==> config.mk <==
export PLATFORM = sky130hd
export DESIGN_NAME = ps2_mouse_cursor_tracker_core
export DESIGN_NICKNAME = d
export VERILOG_FILES = /design/src/sv/ps2mct_pkg.sv /design/src/sv/ps2mct_in_reg.sv /design/src/sv/ps2mct_track.sv /design/src/sv/ps2mct_out_reg.sv /design/src/sv/ps2_mouse_cursor_tracker_core.sv
export VERILOG_INCLUDE_DIRS = /design/src /design/src/sv
export SDC_FILE = /design/constraint.sdc
export NUM_CORES = 1
export LEC_CHECK = 0
export ABC_AREA = 1
export BUFFER_PORTS_ARGS = -buffer_cell sky130_fd_sc_hd__buf_2
export CAP_MARGIN = 20
export CORE_ASPECT_RATIO = 1.1
export CORE_MARGIN = 5
export CORE_UTILIZATION = 60
export CTS_CLUSTER_DIAMETER = 150
export DETAILED_ROUTE_END_ITERATION = 10
export MAX_ROUTING_LAYER = met4
export PLACE_DENSITY_LB_ADDON = 0.2
export SLEW_MARGIN = 10
export SYNTH_ARGS = -nofsm -noshare
export SYNTH_HDL_FRONTEND = slang
export SYNTH_SLANG_ARGS = --single-unit
export TNS_END_PERCENT = 100
==> constraint.sdc <==
create_clock -name clk_i -period 9.35 [get_ports clk_i]
set_clock_uncertainty 0.05 [all_clocks]
set_input_delay 0.4675 -clock clk_i [delete_from_list [all_inputs] [get_ports clk_i]]
set_output_delay 0.4675 -clock clk_i [all_outputs]
set_load 0.02 [all_outputs]
==> src/sv/ps2_mouse_cursor_tracker_core_defines.svh <==
// Assertion macros shared by the PS/2 cursor tracker RTL.
// No dependencies; every assertion is clocked on clk_i and held off during reset.
`ifndef PS2_MOUSE_CURSOR_TRACKER_CORE_DEFINES_SVH
`define PS2_MOUSE_CURSOR_TRACKER_CORE_DEFINES_SVH

`ifndef SYNTH
`define PS2MCT_ASSERT(lbl, prop, msg) \
  lbl: assert property (@(posedge clk_i) disable iff (!rst_ni) prop) else $error(msg);
`define PS2MCT_ASSERT_NEVER(lbl, prop, msg) \
  lbl: assert property (@(posedge clk_i) disable iff (!rst_ni) !(prop)) else $error(msg);
`else
`define PS2MCT_ASSERT(lbl, prop, msg)
`define PS2MCT_ASSERT_NEVER(lbl, prop, msg)
`endif

`endif

==> src/sv/ps2mct_pkg.sv <==
// Shared types and constants for the PS/2 mouse cursor tracker.
// No dependencies; every module file imports this package.
package ps2mct_pkg;

  localparam int unsigned CoordBits = 12;
  localparam int unsigned CfgW      = 13;
  localparam int unsigned CfgIdxW   = 2;
  localparam int unsigned ByteW     = 8;
  localparam int unsigned BtnW      = 2;

  localparam logic [CfgW-1:0] ScreenWidthRst  = 13'd1024;
  localparam logic [CfgW-1:0] ScreenHeightRst = 13'd768;

  // register indexes on the configuration port
  localparam logic [CfgIdxW-1:0] CfgScreenWidth  = 2'd0;
  localparam logic [CfgIdxW-1:0] CfgScreenHeight = 2'd1;

  // bit positions inside the head byte
  localparam int unsigned BtnLeftBit  = 0;
  localparam int unsigned BtnRightBit = 1;
  localparam int unsigned BtnMidBit   = 2;
  localparam int unsigned HeadMarkBit = 3;
  localparam int unsigned XSignBit    = 4;
  localparam int unsigned YSignBit    = 5;
  localparam int unsigned XOverBit    = 6;
  localparam int unsigned YOverBit    = 7;

  typedef enum logic [BtnW-1:0] {
    BtnNone   = 2'd0,
    BtnRight  = 2'd1,
    BtnMiddle = 2'd2,
    BtnLeft   = 2'd3
  } button_e;

  typedef struct packed {
    logic [CoordBits-1:0] cursor_x;
    logic [CoordBits-1:0] cursor_y;
    logic [BtnW-1:0]      button;
    logic                 packet_done;
  } result_t;

endpackage

==> src/sv/ps2mct_in_reg.sv <==
// Input register stage of the PS/2 cursor tracker: holds one received word.
// Depends on ps2mct_pkg and the shared assertion macros.
`include "ps2_mouse_cursor_tracker_core_defines.svh"

module ps2mct_in_reg (
  input  logic                       clk_i,
  input  logic                       rst_ni,
  input  logic                       in_valid_i,
  output logic                       in_stall_o,
  input  logic [ps2mct_pkg::ByteW-1:0] rx_byte_i,
  input  logic                       advance_i,
  output logic                       valid_o,
  output logic [ps2mct_pkg::ByteW-1:0] byte_o
);
  import ps2mct_pkg::*;

  logic             valid_q, valid_d;
  logic [ByteW-1:0] byte_q;
  logic             accept;

  assign in_stall_o = valid_q && !advance_i;
  assign accept     = in_valid_i && !in_stall_o;

  always_comb begin
    valid_d = valid_q;
    if (accept) begin
      valid_d = 1'b1;
    end else if (advance_i) begin
      valid_d = 1'b0;
    end
  end

  always_ff @(posedge clk_i or negedge rst_ni) begin
    if (!rst_ni) begin
      valid_q <= 1'b0;
    end else begin
      valid_q <= valid_d;
    end
  end

  always_ff @(posedge clk_i) begin
    if (accept) begin
      byte_q <= rx_byte_i;
    end
  end

  assign valid_o = valid_q;
  assign byte_o  = byte_q;

  // a held word must not be dropped while the next stage is blocked
  `PS2MCT_ASSERT(a_hold_when_blocked, valid_q && !advance_i |=> valid_q && $stable(byte_q),
                 "input word lost while blocked")

endmodule

==> src/sv/ps2mct_track.sv <==
// Packet assembly, delta decode and cursor clamp of the PS/2 cursor tracker.
// Depends on ps2mct_pkg and the shared assertion macros.
`include "ps2_mouse_cursor_tracker_core_defines.svh"

module ps2mct_track (
  input  logic                          clk_i,
  input  logic                          rst_ni,
  input  logic                          cfg_we_i,
  input  logic [ps2mct_pkg::CfgIdxW-1:0] cfg_idx_i,
  input  logic [ps2mct_pkg::CfgW-1:0]    cfg_data_i,
  input  logic                          step_i,
  input  logic [ps2mct_pkg::ByteW-1:0]   byte_i,
  output ps2mct_pkg::result_t           result_o
);
  import ps2mct_pkg::*;

  localparam int unsigned MagW = ByteW + 1;
  localparam int unsigned SumW = CoordBits + 3;
  localparam int unsigned HiW  = (CfgW > CoordBits) ? CfgW : CoordBits;
  localparam logic [CoordBits-1:0] CoordMax = '1;
  localparam logic [ByteW-1:0]     OverMag  = '1;

  typedef enum logic [2:0] {
    WaitHead = 3'b001,
    WaitX    = 3'b010,
    WaitY    = 3'b100
  } phase_e;

  phase_e               phase_q, phase_d;
  logic [ByteW-1:0]     head_q, head_d;
  logic [ByteW-1:0]     xdelta_q, xdelta_d;
  logic [CoordBits-1:0] pos_x_q, pos_x_d;
  logic [CoordBits-1:0] pos_y_q, pos_y_d;
  logic [BtnW-1:0]      btn_q, btn_d;
  logic [CfgW-1:0]      width_q, height_q;
  logic                 done;

  logic [MagW-1:0]      mag_x, mag_y;
  logic [SumW-1:0]      x_ext, y_ext, mx_ext, my_ext, x_sum, y_sum;
  logic [CoordBits-1:0] hi_x, hi_y;
  button_e              btn_new;

  // magnitude of one axis: two's-complement negation for a negative delta, plus 255 on overflow
  function automatic logic [MagW-1:0] axis_mag(input logic [ByteW-1:0] b,
                                               input logic neg, input logic over);
    logic [ByteW-1:0] m;
    m = neg ? (ByteW'(0) - b) : b;
    return {1'b0, m} + (over ? {1'b0, OverMag} : MagW'(0));
  endfunction

  function automatic logic [CoordBits-1:0] upper_lim(input logic [CfgW-1:0] size);
    logic [HiW-1:0] m1;
    m1 = HiW'(size) - HiW'(1);
    if (size == '0) begin
      return '0;
    end else if (m1 > HiW'(CoordMax)) begin
      return CoordMax;
    end
    return m1[CoordBits-1:0];
  endfunction

  function automatic logic [CoordBits-1:0] clamp(input logic [SumW-1:0] v,
                                                 input logic [CoordBits-1:0] hi);
    if (v[SumW-1]) begin
      return '0;
    end else if (v > SumW'(hi)) begin
      return hi;
    end
    return v[CoordBits-1:0];
  endfunction

  assign mag_x  = axis_mag(xdelta_q, head_q[XSignBit], head_q[XOverBit]);
  assign mag_y  = axis_mag(byte_i, head_q[YSignBit], head_q[YOverBit]);
  assign x_ext  = SumW'(pos_x_q);
  assign y_ext  = SumW'(pos_y_q);
  assign mx_ext = SumW'(mag_x);
  assign my_ext = SumW'(mag_y);
  // Y moves against the mouse delta
  assign x_sum  = head_q[XSignBit] ? (x_ext - mx_ext) : (x_ext + mx_ext);
  assign y_sum  = head_q[YSignBit] ? (y_ext + my_ext) : (y_ext - my_ext);
  assign hi_x   = upper_lim(width_q);
  assign hi_y   = upper_lim(height_q);

  always_comb begin
    if (head_q[BtnRightBit]) begin
      btn_new = BtnRight;
    end else if (head_q[BtnMidBit]) begin
      btn_new = BtnMiddle;
    end else if (head_q[BtnLeftBit]) begin
      btn_new = BtnLeft;
    end else begin
      btn_new = BtnNone;
    end
  end

  always_comb begin
    phase_d  = phase_q;
    head_d   = head_q;
    xdelta_d = xdelta_q;
    pos_x_d  = pos_x_q;
    pos_y_d  = pos_y_q;
    btn_d    = btn_q;
    done     = 1'b0;
    case (phase_q)
      WaitX: begin
        xdelta_d = byte_i;
        phase_d  = WaitY;
      end
      WaitY: begin
        pos_x_d = clamp(x_sum, hi_x);
        pos_y_d = clamp(y_sum, hi_y);
        btn_d   = btn_new;
        done    = 1'b1;
        phase_d = WaitHead;
      end
      default: begin
        // drop bytes until one carries the head mark
        phase_d = WaitHead;
        if (byte_i[HeadMarkBit]) begin
          head_d  = byte_i;
          phase_d = WaitX;
        end
      end
    endcase
  end

  always_ff @(posedge clk_i or negedge rst_ni) begin
    if (!rst_ni) begin
      phase_q  <= WaitHead;
      head_q   <= '0;
      xdelta_q <= '0;
      pos_x_q  <= '0;
      pos_y_q  <= '0;
      btn_q    <= '0;
    end else if (step_i) begin
      phase_q  <= phase_d;
      head_q   <= head_d;
      xdelta_q <= xdelta_d;
      pos_x_q  <= pos_x_d;
      pos_y_q  <= pos_y_d;
      btn_q    <= btn_d;
    end
  end

  always_ff @(posedge clk_i or negedge rst_ni) begin
    if (!rst_ni) begin
      width_q  <= ScreenWidthRst;
      height_q <= ScreenHeightRst;
    end else if (cfg_we_i) begin
      case (cfg_idx_i)
        CfgScreenWidth:  width_q  <= cfg_data_i;
        CfgScreenHeight: height_q <= cfg_data_i;
        default: ;
      endcase
    end
  end

  always_comb begin
    result_o.cursor_x    = pos_x_d;
    result_o.cursor_y    = pos_y_d;
    result_o.button      = btn_d;
    result_o.packet_done = done;
  end

  `PS2MCT_ASSERT(a_done_on_third, step_i && phase_q == WaitY |-> result_o.packet_done,
                 "third byte did not complete a packet")
  `PS2MCT_ASSERT(a_back_to_head, step_i && result_o.packet_done |=> phase_q == WaitHead,
                 "phase did not return to head after a packet")
  `PS2MCT_ASSERT(a_pos_idle, !step_i |=> $stable(pos_x_q) && $stable(pos_y_q),
                 "cursor moved without a byte")

endmodule

==> src/sv/ps2mct_out_reg.sv <==
// Result register of the PS/2 cursor tracker: holds one result word for the sink.
// Depends on ps2mct_pkg and the shared assertion macros.
`include "ps2_mouse_cursor_tracker_core_defines.svh"

module ps2mct_out_reg (
  input  logic                clk_i,
  input  logic                rst_ni,
  input  logic                load_i,
  input  ps2mct_pkg::result_t result_i,
  input  logic                out_stall_i,
  output logic                advance_o,
  output logic                valid_o,
  output ps2mct_pkg::result_t result_o
);
  import ps2mct_pkg::*;

  logic    valid_q, valid_d;
  result_t result_q;

  // room when empty or the held word leaves this cycle
  assign advance_o = !valid_q || !out_stall_i;

  always_comb begin
    valid_d = valid_q;
    if (load_i) begin
      valid_d = 1'b1;
    end else if (!out_stall_i) begin
      valid_d = 1'b0;
    end
  end

  always_ff @(posedge clk_i or negedge rst_ni) begin
    if (!rst_ni) begin
      valid_q <= 1'b0;
    end else begin
      valid_q <= valid_d;
    end
  end

  always_ff @(posedge clk_i) begin
    if (load_i) begin
      result_q <= result_i;
    end
  end

  assign valid_o  = valid_q;
  assign result_o = result_q;

  `PS2MCT_ASSERT_NEVER(a_no_overwrite, load_i && valid_q && out_stall_i,
                       "result loaded over a stalled word")

endmodule

==> src/sv/ps2_mouse_cursor_tracker_core.sv <==
// Top level of the PS/2 mouse cursor tracker.
// Depends on ps2mct_pkg, ps2mct_in_reg, ps2mct_track and ps2mct_out_reg.
//
//   channel  | handshake              | payload
//   ---------+------------------------+----------------------------------------------
//   input    | in_valid_i / in_stall_o  | rx_byte_i
//   output   | out_valid_o / out_stall_i | cursor_x_o, cursor_y_o, button_o, packet_done_o
//   config   | cfg_we_i                 | cfg_idx_i, cfg_data_i
//
// One word per cycle sustained while out_stall_i stays low; each word's result reaches the
// outputs through the input register, then the decode/clamp logic into the result register.
// Reset clears the packet phase, cursor and button and loads a 1024 x 768 screen.
// A stalled result holds in the result register; the input register keeps taking
// words until it too holds one the result register cannot take.
module ps2_mouse_cursor_tracker_core (
  input  logic                            clk_i,
  input  logic                            rst_ni,
  input  logic                            in_valid_i,
  output logic                            in_stall_o,
  input  logic [ps2mct_pkg::ByteW-1:0]     rx_byte_i,
  output logic                            out_valid_o,
  input  logic                            out_stall_i,
  output logic [ps2mct_pkg::CoordBits-1:0] cursor_x_o,
  output logic [ps2mct_pkg::CoordBits-1:0] cursor_y_o,
  output logic [ps2mct_pkg::BtnW-1:0]      button_o,
  output logic                            packet_done_o,
  input  logic                            cfg_we_i,
  input  logic [ps2mct_pkg::CfgIdxW-1:0]   cfg_idx_i,
  input  logic [ps2mct_pkg::CfgW-1:0]      cfg_data_i
);
  import ps2mct_pkg::*;

  logic             s1_valid;
  logic [ByteW-1:0] s1_byte;
  logic             advance;
  logic             step;
  result_t          next_result;
  result_t          out_result;

  assign step = s1_valid && advance;

  ps2mct_in_reg u_in_reg (
    .clk_i      (clk_i),
    .rst_ni     (rst_ni),
    .in_valid_i (in_valid_i),
    .in_stall_o (in_stall_o),
    .rx_byte_i  (rx_byte_i),
    .advance_i  (advance),
    .valid_o    (s1_valid),
    .byte_o     (s1_byte)
  );

  ps2mct_track u_track (
    .clk_i      (clk_i),
    .rst_ni     (rst_ni),
    .cfg_we_i   (cfg_we_i),
    .cfg_idx_i  (cfg_idx_i),
    .cfg_data_i (cfg_data_i),
    .step_i     (step),
    .byte_i     (s1_byte),
    .result_o   (next_result)
  );

  ps2mct_out_reg u_out_reg (
    .clk_i       (clk_i),
    .rst_ni      (rst_ni),
    .load_i      (step),
    .result_i    (next_result),
    .out_stall_i (out_stall_i),
    .advance_o   (advance),
    .valid_o     (out_valid_o),
    .result_o    (out_result)
  );

  assign cursor_x_o    = out_result.cursor_x;
  assign cursor_y_o    = out_result.cursor_y;
  assign button_o      = out_result.button;
  assign packet_done_o = out_result.packet_done;

endmodule

# ---- After elaboration in Yosys (flattened, before gate mapping)
# Cells that the tools add are included.
dict set report word_totals {
  regBits 108
  input_bits 28
  output_inout_bits 29
}
dict set report classes {
  mux 41
  n_eq_ne 4
  n_bitwise 1
  n_addsub 10
  n_lt_le_gt_ge 4
  n_reduce_logical 17
}
# operator count
set op_table {}
lappend op_table {{$mux 12} 14}
lappend op_table {{$mux 8} 4}
lappend op_table {{$gt 15x12->1} 2}
lappend op_table {{$mux 15} 2}
lappend op_table {{$add 12x9->13} 2}
lappend op_table {{$gt 13x12->1 const B} 2}
lappend op_table {{$logic_not 13->1} 2}
lappend op_table {{$sub 12x9->13} 2}
lappend op_table {{$sub 13x1->13 const B} 2}
lappend op_table {{$add 8x9->9} 2}
lappend op_table {{$sub 1x8->8 const A} 2}
lappend op_table {{$mux 1} 15}
lappend op_table {{$mux 2} 5}
lappend op_table {{$pmux 3 s2} 1}
lappend op_table {{$reduce_and 2->1} 3}
lappend op_table {{$logic_not 1->1} 4}
lappend op_table {{$eq 3x2->1 const B} 1}
lappend op_table {{$eq 3x3->1 const B} 1}
lappend op_table {{$logic_and 1x1->1} 3}
lappend op_table {{$reduce_and 3->1} 1}
lappend op_table {{$eq 2x1->1 const B} 1}
lappend op_table {{$logic_not 2->1} 1}
lappend op_table {{$ne 2x1->1 const B} 1}
lappend op_table {{$reduce_bool 2->1} 1}
lappend op_table {{3 further kinds} 3}

# ---- Longest topological paths before layout
# Gate-level depths: netlist of the first run.
dict set report depth {
  depth_word 11
  ltp_mapped 41
  depth_no_buf 40
}

# ---- Hierarchy
# Synthesis of the first run repeated with hierarchy kept, for this count alone.
dict set report hier_totals {
  cells_unflattened 1280
  hier_area_um2 9120.0
}
# module cells_each area_per_inst_um2 instances
set modules_own_cells {}
lappend modules_own_cells {ps2mct_track 1232 7962.6 1}
lappend modules_own_cells {ps2mct_out_reg 31 852.1 1}
lappend modules_own_cells {ps2mct_in_reg 15 297.8 1}
lappend modules_own_cells {ps2_mouse_cursor_tracker_core 2 7.5 1}

# ---- Worst setup path after synthesis of the first run
# No wires, ideal clock.
dict set report synth_timing {
  path_kind {register to register}
  from {reg u_track.head_q[4]}
  to {reg u_out_reg.result_q (netlist bit u_out_reg.result_o[25]), data pin}
  synth_period_minus_slack_ps 5067
  setup_time_ps 255
  t_arrival_ps 4762
  stages_incl_launch_ff 35
  setup_slack_ps 4283
  path_cell_list {dfrtp_1 > clkbuf_1 > buf_1 > nand2_1 > xnor2_1 > ha_1 > nand3_1 > nand2_1 > a21oi_1 > o21bai_1 > a21oi_1 > o21ai_0 > xor2_1 > inv_1 > ha_1 > inv_1 > o21bai_1 > a21oi_1 > nand2_1 > o21ai_0 > xor2_1 > inv_1 > ha_1 > nand2_1 > nand2_1 > nand2_1 > nand3_1 > a21oi_1 > nand2_1 > nand2_1 > nand3_2 > buf_4 > nand4_1 > nand3_1 > and2_1}
}
# element line_no
set synth_rtl {}
lappend synth_rtl {{from (decl)} ps2mct_track.sv:30} ;# logic [ByteW-1:0] head_q, head_d;
lappend synth_rtl {{from (signal assigned)} ps2mct_track.sv:130} ;# head_q <= '0;
lappend synth_rtl {{from (signal assigned)} ps2mct_track.sv:137} ;# head_q <= head_d;
lappend synth_rtl {{to (signal assigned)} ps2mct_out_reg.sv:42} ;# result_q <= result_i;
lappend synth_rtl {{to (decl)} ps2mct_out_reg.sv:18} ;# result_t result_q;

==> results of run 1 <==
## sequential cells by signal, summed over array words and instances (netlist names)
register,flops
u_track.pos_y_q,12
u_out_reg.valid_o,1
u_track.pos_x_q,12
u_track.phase_q,3
u_track.width_q,13
u_track.btn_q,2
u_track.head_q,7
u_track.height_q,13
u_out_reg.result_o,27
u_in_reg.byte_o,8
u_track.xdelta_q,8
u_in_reg.valid_o,1
## kinds of logic (layout without fill, tap and decap cells)
| group | count (synthesis) | after routing | share of synthesized area |
|---|---|---|---|
| AND/OR/NAND/NOR | 660 | 660 | 0.3214 |
| buffers and inverters | 219 | 266 | 0.09143 |
| AO/OA/AOI/OAI | 168 | 168 | 0.09926 |
| flip-flops | 107 | 107 | 0.3080 |
| adder cells (fa/ha/maj) | 98 | 98 | 0.1370 |
| XOR/XNOR | 42 | 42 | 0.04167 |
| multiplexers | 1 | 1 | 0.001214 |
## per-layer routing
metal	share of wire	up-vias	global-route usage	routed length, um
li1	-	4237	-	-
met1	0.46	3745	0.3217	9924
met2	0.49	160	0.4425	10660
met3	0.034	32	0.03161	736
met4	0.021	0	0.07407	468
met5	0	-	-	0
## final cells by class
cell class | count | area, sq um | area share
flip-flops and latches | 107 | 2858 | 0.2859
clock inverters | 6 | 57.56 | 0.005759
clock buffers | 10 | 229.0 | 0.02291
inverters | 190 | 713.2 | 0.07136
multi-input cells | 969 | 5579 | 0.5582
repair buffers | 60 | 312.8 | 0.03130
well taps | 196 | 245.2 | 0.02454
## cells in the mapped netlist (2+ instances only)
cell      count
buf_4         3
xor2_1       33
nor3_2        3
dfstp_2       4
a21boi_1      3
nand3_4       2
o21ai_1       7
a21oi_2       2
nand3b_1      7
a21oi_1      47
nand3_1      92
buf_2         5
a31oi_1       3
fa_1          6
nand3_2       9
nand2_1     400
inv_1       181
o21ai_0      83
inv_2         8
edfxtp_1     35
o21a_1        3
ha_1         92
clkbuf_1     18
nand2_2      16
o21ai_2       3
dfrtp_1      68
nor2_4        5
xnor2_1       8
and2_1        6
nand4_1      15
nor3_1       16
nor4_1        4
a21boi_0      3
nor2_2       12
nor2_1       60
o211ai_1      3
o31ai_1       2
or2_2         7
and3_1        2
o21bai_1      7
## metrics by stage
stage	instance area (sq um)	utilization
after floorplan	9278	-
after global placement	9708	0.6424
after detailed placement	9708	0.6424
after CTS	9995	0.6613
after global routing	9995	0.6613
final	9995	0.6613
## worst paths after layout
check                                   from                endpoint
max                        u_track.head_q[4]  u_out_reg.result_o[22]
min                                   rst_ni      u_track.pos_y_q[2]
max reg2reg                u_track.head_q[4]  u_out_reg.result_o[22]
min reg2reg                 u_track.btn_q[0]        u_track.btn_q[0]
max in group asynchronous             rst_ni     u_track.xdelta_q[7]
min in group clk_i              rx_byte_i[4]      u_in_reg.byte_o[4]
## critical path: cells and delay by family (launching register included)
kind / cells / cell delay, ps
AND/OR/NAND/NOR: 13 / 1240
AO/OA/AOI/OAI: 9 / 1240
adder cells (fa/ha/maj): 3 / 950
buffers and inverters: 4 / 850
flip-flops: 1 / 810
XOR/XNOR: 3 / 670
==> summary.txt, run 1 <==
Outcome: completed
Reg2Reg Setup Slack: 3280 ps
DRT Pass-1 Iters: 4
Synth Area per Inst: 7.164 sq um
Synth top area share: 0.1834
# IOs: 57
Commonest non-fill, non-tap cell in the layout: nand2_1
Clk_lat worst skew: 360 ps
Area delta synth->final: 7.728%
GRT overflow: 0
CTS Buffer Depth: 2
Setup repair bufs after CTS: 0
Area contributors post-synth: dfrtp_1, nand2_1, ha_1, edfxtp_1, inv_1
Crit path top cell by count: nand2_1
Setup violators final: 0
Final worst slack: 3284 ps
Chip width: 128.6 um
CTS tree: built
Initial core utilization: 0.6139
Main flop type after synthesis: dfrtp_1
Largest net degree at the start of global routing: 73
Tmin final: 6066 ps
Wirelength per Cell: 14.16 um
DP HPWL: 16.93 mm
Hold/Removal Path Class: in -> async
Setup TNS: 0 ps
Headroom to the max-slew limit: 0.3614
DIE AREA: 18050 sq um
Gpl congestion: 0.9434
Global Route Usage Sum: 0.2586
Residual DRC: 0
Clock Tree Root: clkbuf_16
Diode count: 0
Worst endpoint required time: 9470 ps
FFs w/ async S/R, synth: 0.6729
Share of layout cells above drive strength 1: 0.1140
Hold slack: 205.0 ps
Starting DRT DRC Count: 446
Post-Synthesis Cells: 1295
Flops & latches, synth: 107
Clock sinks: 107
Cts hold-fix bufs: 0
Core area: 15110 sq um
Final #Nets: 1463
Fill cells: 1387
Vias/cell: 5.315
Seq/Total Area, Yosys: 0.3080
Worst slack, placed: 3370 ps
DR vias: 8174
Final Non-Filler Cells: 1538
Highest-delay cell along the critical path: dfrtp_1
Max cap viols: 0
Final Max Tran Viols: 0
EDFF count, synth: 35
F_max: 164.9 MHz
Num rows: 47
Unique masters post-synth: 52
Crit-path max FO: 22
Cts bufs inserted: 9
Worst Setup End Kind: register
Synthesized cell area: 9278 sq um
Worst EP arrival: 6180 ps
Vias in the first global route: 7898
Number of H-tree levels: 3
Final WL: 21.78 mm
Port Buffer Count: 56
Most frequent cells in the layout: nand2_1, inv_1, nand3_1, ha_1, o21ai_0
Worst-Margin Slew: 957.9 ps
Largest area contributor in the netlist: dfrtp_1
CP peak stage delay: 810 ps
Clock transition at path regs: 80 ps
Warnings from Yosys: 0
RSZ-0062 raised after global routing: false
Setup Crit Path Kind: reg -> reg
Post-DRT Antenna Nets: 0
Chip height: 140.4 um
Crit path launch type: register
Initial antenna violation count: 0
Dpl cells: 1522
Final period util: 0.6488
Post-CTS resize count: 0
R2r worst-path depth: 32
Hold Vio Cnt, Final: 0
First-pass GRT wire length: 37.03 mm
Syn nets: 1421
Power of run 1 is not shown: default switching activity piles up to over one toggle a cycle in this logic, so the estimate is an artifact.
==> inputs of run 2 (changes only) <==
--- a/config.mk
+++ b/config.mk
@@ -11,7 +11,7 @@
 export CAP_MARGIN = 20
 export CORE_ASPECT_RATIO = 1.1
 export CORE_MARGIN = 5
-export CORE_UTILIZATION = 60
+export CORE_UTILIZATION = 57
 export CTS_CLUSTER_DIAMETER = 150
 export DETAILED_ROUTE_END_ITERATION = 10
 export MAX_ROUTING_LAYER = met4
==> constraint.sdc (replaced) <==
create_clock -name clk_i -period 5.5 [get_ports clk_i]
set_clock_uncertainty 0.05 [all_clocks]
set_input_delay 0.275 -clock clk_i [delete_from_list [all_inputs] [get_ports clk_i]]
set_output_delay 0.275 -clock clk_i [all_outputs]
set_load 0.02 [all_outputs]
==> run 2 against run 1 <==
  * Final area up 3.7%
  * The flow now finishes with violations (negative hold slack)
  * Routed wire length up 5.5%
  * Worst hold slack worse by 230 ps
  * Worst setup slack worse by 3000 ps
  * Non-clock buffer count up 18
  * Final cell count up 1.8%
  * Die area up 4.9%
  * Via count up 3.3%
  * Maximum frequency up 16%
  * Register-to-register slack worse by 3000 ps
  * Sequential share of layout area down 1.0 points
  * Clock-buffer cell count unchanged
==> summary.txt, run 2 (synthesis results as in run 1) <==
FF-to-FF End: u_out_reg.result_o[18]
F_max: 191.5 MHz
Num rows: 49
Clk_lat worst skew: 360 ps
Headroom to the max-slew limit: 0.3313
Worst R2R Start: u_track.xdelta_q[0]
Final WL: 22.98 mm
Crit path launch type: register
CTS tree: built
Clock transition at path regs: 80 ps
Final #Nets: 1483
Number of H-tree levels: 3
Tmin final: 5222 ps
Critical Path End: u_out_reg.result_o[18]
Area post-placement: 9786 sq um
DRT Pass-1 Iters: 5
Worst endpoint required time: 5570 ps
GRT overflow: 0
Cts hold-fix bufs: 0
Share of layout cells above drive strength 1: 0.1593
Max cap viols: 0
First-pass GRT wire length: 37.50 mm
Commonest non-fill, non-tap cell in the layout: nand2_1
Crit-path max FO: 8
Hold Vio Cnt, Final: 6
DP HPWL: 17.13 mm
Worst-Margin Slew: 1002 ps
Outcome: finished with violations
Gpl congestion: 1.007
Chip height: 143.8 um
R2r worst-path depth: 34
Vias in the first global route: 7871
Largest net degree at the start of global routing: 73
Chip width: 131.6 um
Starting DRT DRC Count: 519
Global Route Usage Sum: 0.2468
Post-DRT Antenna Nets: 0
CTS Buffer Depth: 2
Area delta synth->final: 11.75%
Worst Setup End Kind: register
CP peak stage delay: 410 ps
Final Max Tran Viols: 0
Wirelength per Cell: 14.67 um
Setup violators final: 0
Worst slack, placed: -27.17 ps
Hold/Removal Path Class: in -> async
Reg2Reg Setup Slack: 280 ps
Crit path top cell by count: nand2_2
Most frequent cells in the layout: nand2_1, inv_1, ha_1
Clock Tree Root: clkbuf_16
Vias/cell: 5.390
Max FFs per register: 27
Worst EP arrival: 5290 ps
Failing checks: negative hold slack
CP startpoint: u_track.xdelta_q[0]
Diode count: 0
RSZ-0062 raised after global routing: true
Port Buffer Count: 56
Initial antenna violation count: 0
Final period util: 0.9494
Clock sinks: 107
Fill cells: 1460
Layout Cell Area excl Fill: 10370 sq um
DIE AREA: 18930 sq um
Final worst slack: 278.1 ps
Highest-delay cell along the critical path: dfrtp_1
Setup Crit Path Kind: reg -> reg
Residual DRC: 0
Cts bufs inserted: 9
Initial core utilization: 0.5732
# IOs: 57
DR vias: 8441
Core area: 16190 sq um
Hold slack: -22.61 ps
==> run 2: per-stage QoR <==
step | instances | setup TNS (ps) | util | hold WS, ps
finish | 1566 | 0 | 0.6405 | -22.61
global placement | 1539 | 0 | 0.6046 | 401.8
detailed placement | 1539 | -56.54 | 0.6046 | 403.1
CTS | 1555 | 0 | 0.6222 | 27.98
floorplan | 1295 | 0 | - | -70.59
global route | 1566 | -1116 | 0.6405 | 23.09
==> run 2: area by class of cell <==
cell class / instances / area [sq um] / share of cell area
clock buffers: 10 / 229.0 / 0.02209
inverters: 190 / 718.2 / 0.06927
multi-input cells: 971 / 5811 / 0.5605
well taps: 204 / 255.2 / 0.02462
flip-flops and latches: 107 / 2858 / 0.2756
repair buffers: 78 / 447.9 / 0.04321
clock inverters: 6 / 48.80 / 0.004707
==> run 2: critical path: cells and delay by family, from the launching register on <==
| kind | cells | cell delay, ps |
|---|---|---|
| compound gates | 9 | 1220 |
| xor+xnor | 3 | 530 |
| flops | 1 | 410 |
| fa+ha+maj | 4 | 1110 |
| buf+inv | 4 | 250 |
| simple gates | 14 | 1390 |
==> run 2: timing repair <==
action,CTS,global route
endpoints found under the hold margin,0,0
pin swaps,0,32
resized for setup,2,66
setup buffers,0,9
setup endpoints to repair,13,48
cloned,0,2
==> run 2: worst min path at each step <==
stage | startpoint | end | slack [ps]
detailed placement | rx_byte_i[5] | u_in_reg.byte_o[5] | 400
global route | rx_byte_i[2] | u_in_reg.byte_o[2] | 20
floorplan | rst_ni | u_in_reg.valid_o | -70
CTS | rx_byte_i[5] | u_in_reg.byte_o[5] | 30
global placement | rx_byte_i[3] | u_in_reg.byte_o[3] | 400
finish | rst_ni | u_track.height_q[10] | -20
==> run 2: layer usage <==
layer / up-vias / part of all wire / track usage
met5: - / 0 / -
met4: 0 / 0.024 / 0.07255
met3: 43 / 0.043 / 0.03186
met2: 222 / 0.49 / 0.4230
met1: 3892 / 0.45 / 0.3084
li1: 4284 / - / -
Power of run 2 is left out for the same reason.
==> inputs of run 3 (changes only) <==
--- a/config.mk
+++ b/config.mk
@@ -19,5 +19,6 @@
 export SLEW_MARGIN = 10
 export SYNTH_ARGS = -nofsm -noshare
 export SYNTH_HDL_FRONTEND = slang
+export SYNTH_HIERARCHICAL = 1
 export SYNTH_SLANG_ARGS = --single-unit
 export TNS_END_PERCENT = 100
==> run 3 against run 2 <==
  * The run now ends clean
  * Worst hold slack gained 58 ps
  * Area after synthesis down 1.7%
  * Clock-buffer cell count did not move
  * Maximum frequency increased by 0.56%
  * First-iteration DRC count increased by 1.3%
  * Core utilization up 0.96 points
  * Worst setup slack gained 29 ps
  * Final area shrank 1.3%
  * Routed wire length fell by 5.4%
  * Non-clock buffer count up 8
  * Final cell count fell by 0.89%
  * Register-to-register slack better by 30 ps
==> summary.txt, run 3 <==
Outcome: completed
GRT overflow: 0
Worst R2R Start: u_in_reg/byte_o[1]
First-pass GRT wire length: 36.27 mm
Number of H-tree levels: 3
Final WL: 21.75 mm
Final Max Tran Viols: 0
Syn nets: 1406
Crit-path max FO: 10
Synthesized cell area: 9120 sq um
Initial core utilization: 0.5796
Finished Core Util: 0.6501
Post-Synthesis Cells: 1280
Hold/Removal Path Class: in -> reg
Commonest non-fill, non-tap cell in the layout: nand2_1
Chip width: 130.6 um
Vias/cell: 5.258
Setup violators final: 0
F_max: 192.6 MHz
Wirelength per Cell: 14.01 um
Cts bufs inserted: 9
Warnings from Yosys: 6
Clock Tree Root: clkbuf_16
Worst Setup End Kind: register
Area delta synth->final: 12.17%
Synth Area per Inst: 7.125 sq um
Max FFs per register: 27
DIE AREA: 18630 sq um
Initial antenna violation count: 0
DR vias: 8160
Clk_lat worst skew: 360 ps
Clock sinks: 107
Top cells by count, synth: nand2_1, inv_1, o21ai_0
# IOs: 57
Diode count: 0
Max cap viols: 0
Post-synthesis simple-gate area fraction: 0.3062
Worst-Margin Slew: 1084 ps
Multiplexer share of the synthesized area: 0
Final period util: 0.9441
Setup Crit Path Kind: reg -> reg
Worst endpoint required time: 5570 ps
Starting DRT DRC Count: 526
CTS Buffer Depth: 2
Seq/Total Area, Yosys: 0.3133
Chip height: 142.7 um
CTS tree: built
Reg area: 2858 sq um
Main flop type after synthesis: dfrtp_1
Largest net degree at the start of global routing: 73
Area contributors post-synth: dfrtp_1, nand2_1, ha_1, edfxtp_1, inv_1
Most frequent cells in the layout: nand2_1, inv_1, o21ai_0
Area post-placement: 9593 sq um
Gpl congestion: 0.9367
Vias in the first global route: 7805
Synth top area share: 0.1866
Clock transition at path regs: 80 ps
R2r worst-path depth: 35
EDFF count, synth: 35
Adder-cell area share of the yosys netlist: 0.1394
Fill cells: 1429
Global Route Usage Sum: 0.2468
Residual DRC: 0
Compound-Gate Fraction of Synth Area: 0.1051
Main combinational cell family by area after synthesis: simple AND/OR/NAND/NOR gates
Flops & latches, synth: 107
Final #Nets: 1473
Core area: 15740 sq um
Layout Cell Area excl Fill: 10230 sq um
Xor and xnor area share after synthesis: 0.04212
Post-DRT Antenna Nets: 0
Reg2Reg Setup Slack: 310 ps
FFs w/ async S/R, synth: 0.6729
Highest-delay cell along the critical path: edfxtp_1
CP startpoint: u_in_reg/byte_o[1]
DRT Pass-1 Iters: 7
Headroom to the max-slew limit: 0.2768
Critical Path End: u_out_reg/result_o[7]
Worst EP arrival: 5260 ps
Unique masters post-synth: 46
Share of layout cells above drive strength 1: 0.1479
Num rows: 48
CP peak stage delay: 400 ps
Most common cell in the synthesized netlist: nand2_1
Area occupied by multi-input gates: 5595 sq um
Hold path start: rx_byte_i[5]
DP HPWL: 16.46 mm
Crit path launch type: register
Tmin final: 5193 ps
Port Buffer Count: 56
Hold Vio Cnt, Final: 0
FF-to-FF End: u_out_reg/result_o[7]
Largest area contributor in the netlist: dfrtp_1
-- run 3: layout make-up --
class | instances | area share
Tap cell | 200 | 0.02446
Clock buffer | 10 | 0.02238
Sequential cell | 107 | 0.2794
Timing Repair Buffer | 86 | 0.05186
Inverter | 190 | 0.06972
Clock inverter | 6 | 0.005259
Multi-Input combinational cell | 953 | 0.5470
-- run 3: cells by family (layout without fill, tap and decap cells) --
| group | after synthesis | in the layout |
|---|---|---|
| adder cells (fa/ha/maj) | 98 | 98 |
| buffers and inverters | 221 | 292 |
| AND/OR/NAND/NOR | 636 | 637 |
| flip-flops | 107 | 107 |
| AO/OA/AOI/OAI | 175 | 175 |
| XOR/XNOR | 43 | 43 |
-- run 3: repair_timing --
item,4_1_cts,5_1_grt
endpoints found under the hold margin,0,30
buffers inserted,0,17
hold buffers,0,1
endpoints found under the setup margin,0,48
gates resized for setup,0,50
-- run 3: metal layers --
metal	vias up	GRT usage	part of all wire
met1	3732	0.3110	0.45
li1	4225	-	-
met4	0	0.07905	0.026
met5	-	-	0
met2	168	0.4114	0.49
met3	35	0.03255	0.033
-- run 3: worst min path at each step --
| stage | end | slack [ps] | cells after the start |
|---|---|---|---|
| after floorplan | u_in_reg/valid_o | -70 | 0 |
| after global placement | u_in_reg/byte_o[2] | 400 | 1 |
| after detailed placement | u_in_reg/byte_o[5] | 400 | 1 |
| after CTS | u_in_reg/byte_o[5] | 20 | 1 |
| after global routing | u_in_reg/byte_o[5] | 20 | 1 |
| final | u_in_reg/byte_o[5] | 40 | 1 |
-- run 3: stage by stage --
step	std cells	setup TNS [ps]	setup WS, ps	hold WS [ps]
floorplan	1280	0	468.0	-70.59
global placement	1516	0	177.5	401.4
detailed placement	1516	0	30.37	403.5
CTS	1532	0	7.624	19.64
global route	1552	-1483	-104.2	17.45
finish	1552	0	307.2	35.46
-- run 3: worst max-delay path: cells and delay by family (launching register included) --
| kind | cells | cell delay (ps) |
|---|---|---|
| adder cells (fa/ha/maj) | 4 | 1080 |
| buffers and inverters | 6 | 490 |
| AO/OA/AOI/OAI | 9 | 1090 |
| flip-flops | 1 | 400 |
| AND/OR/NAND/NOR | 15 | 1590 |
| XOR/XNOR | 1 | 210 |
Power of run 3 is left out for the same reason.
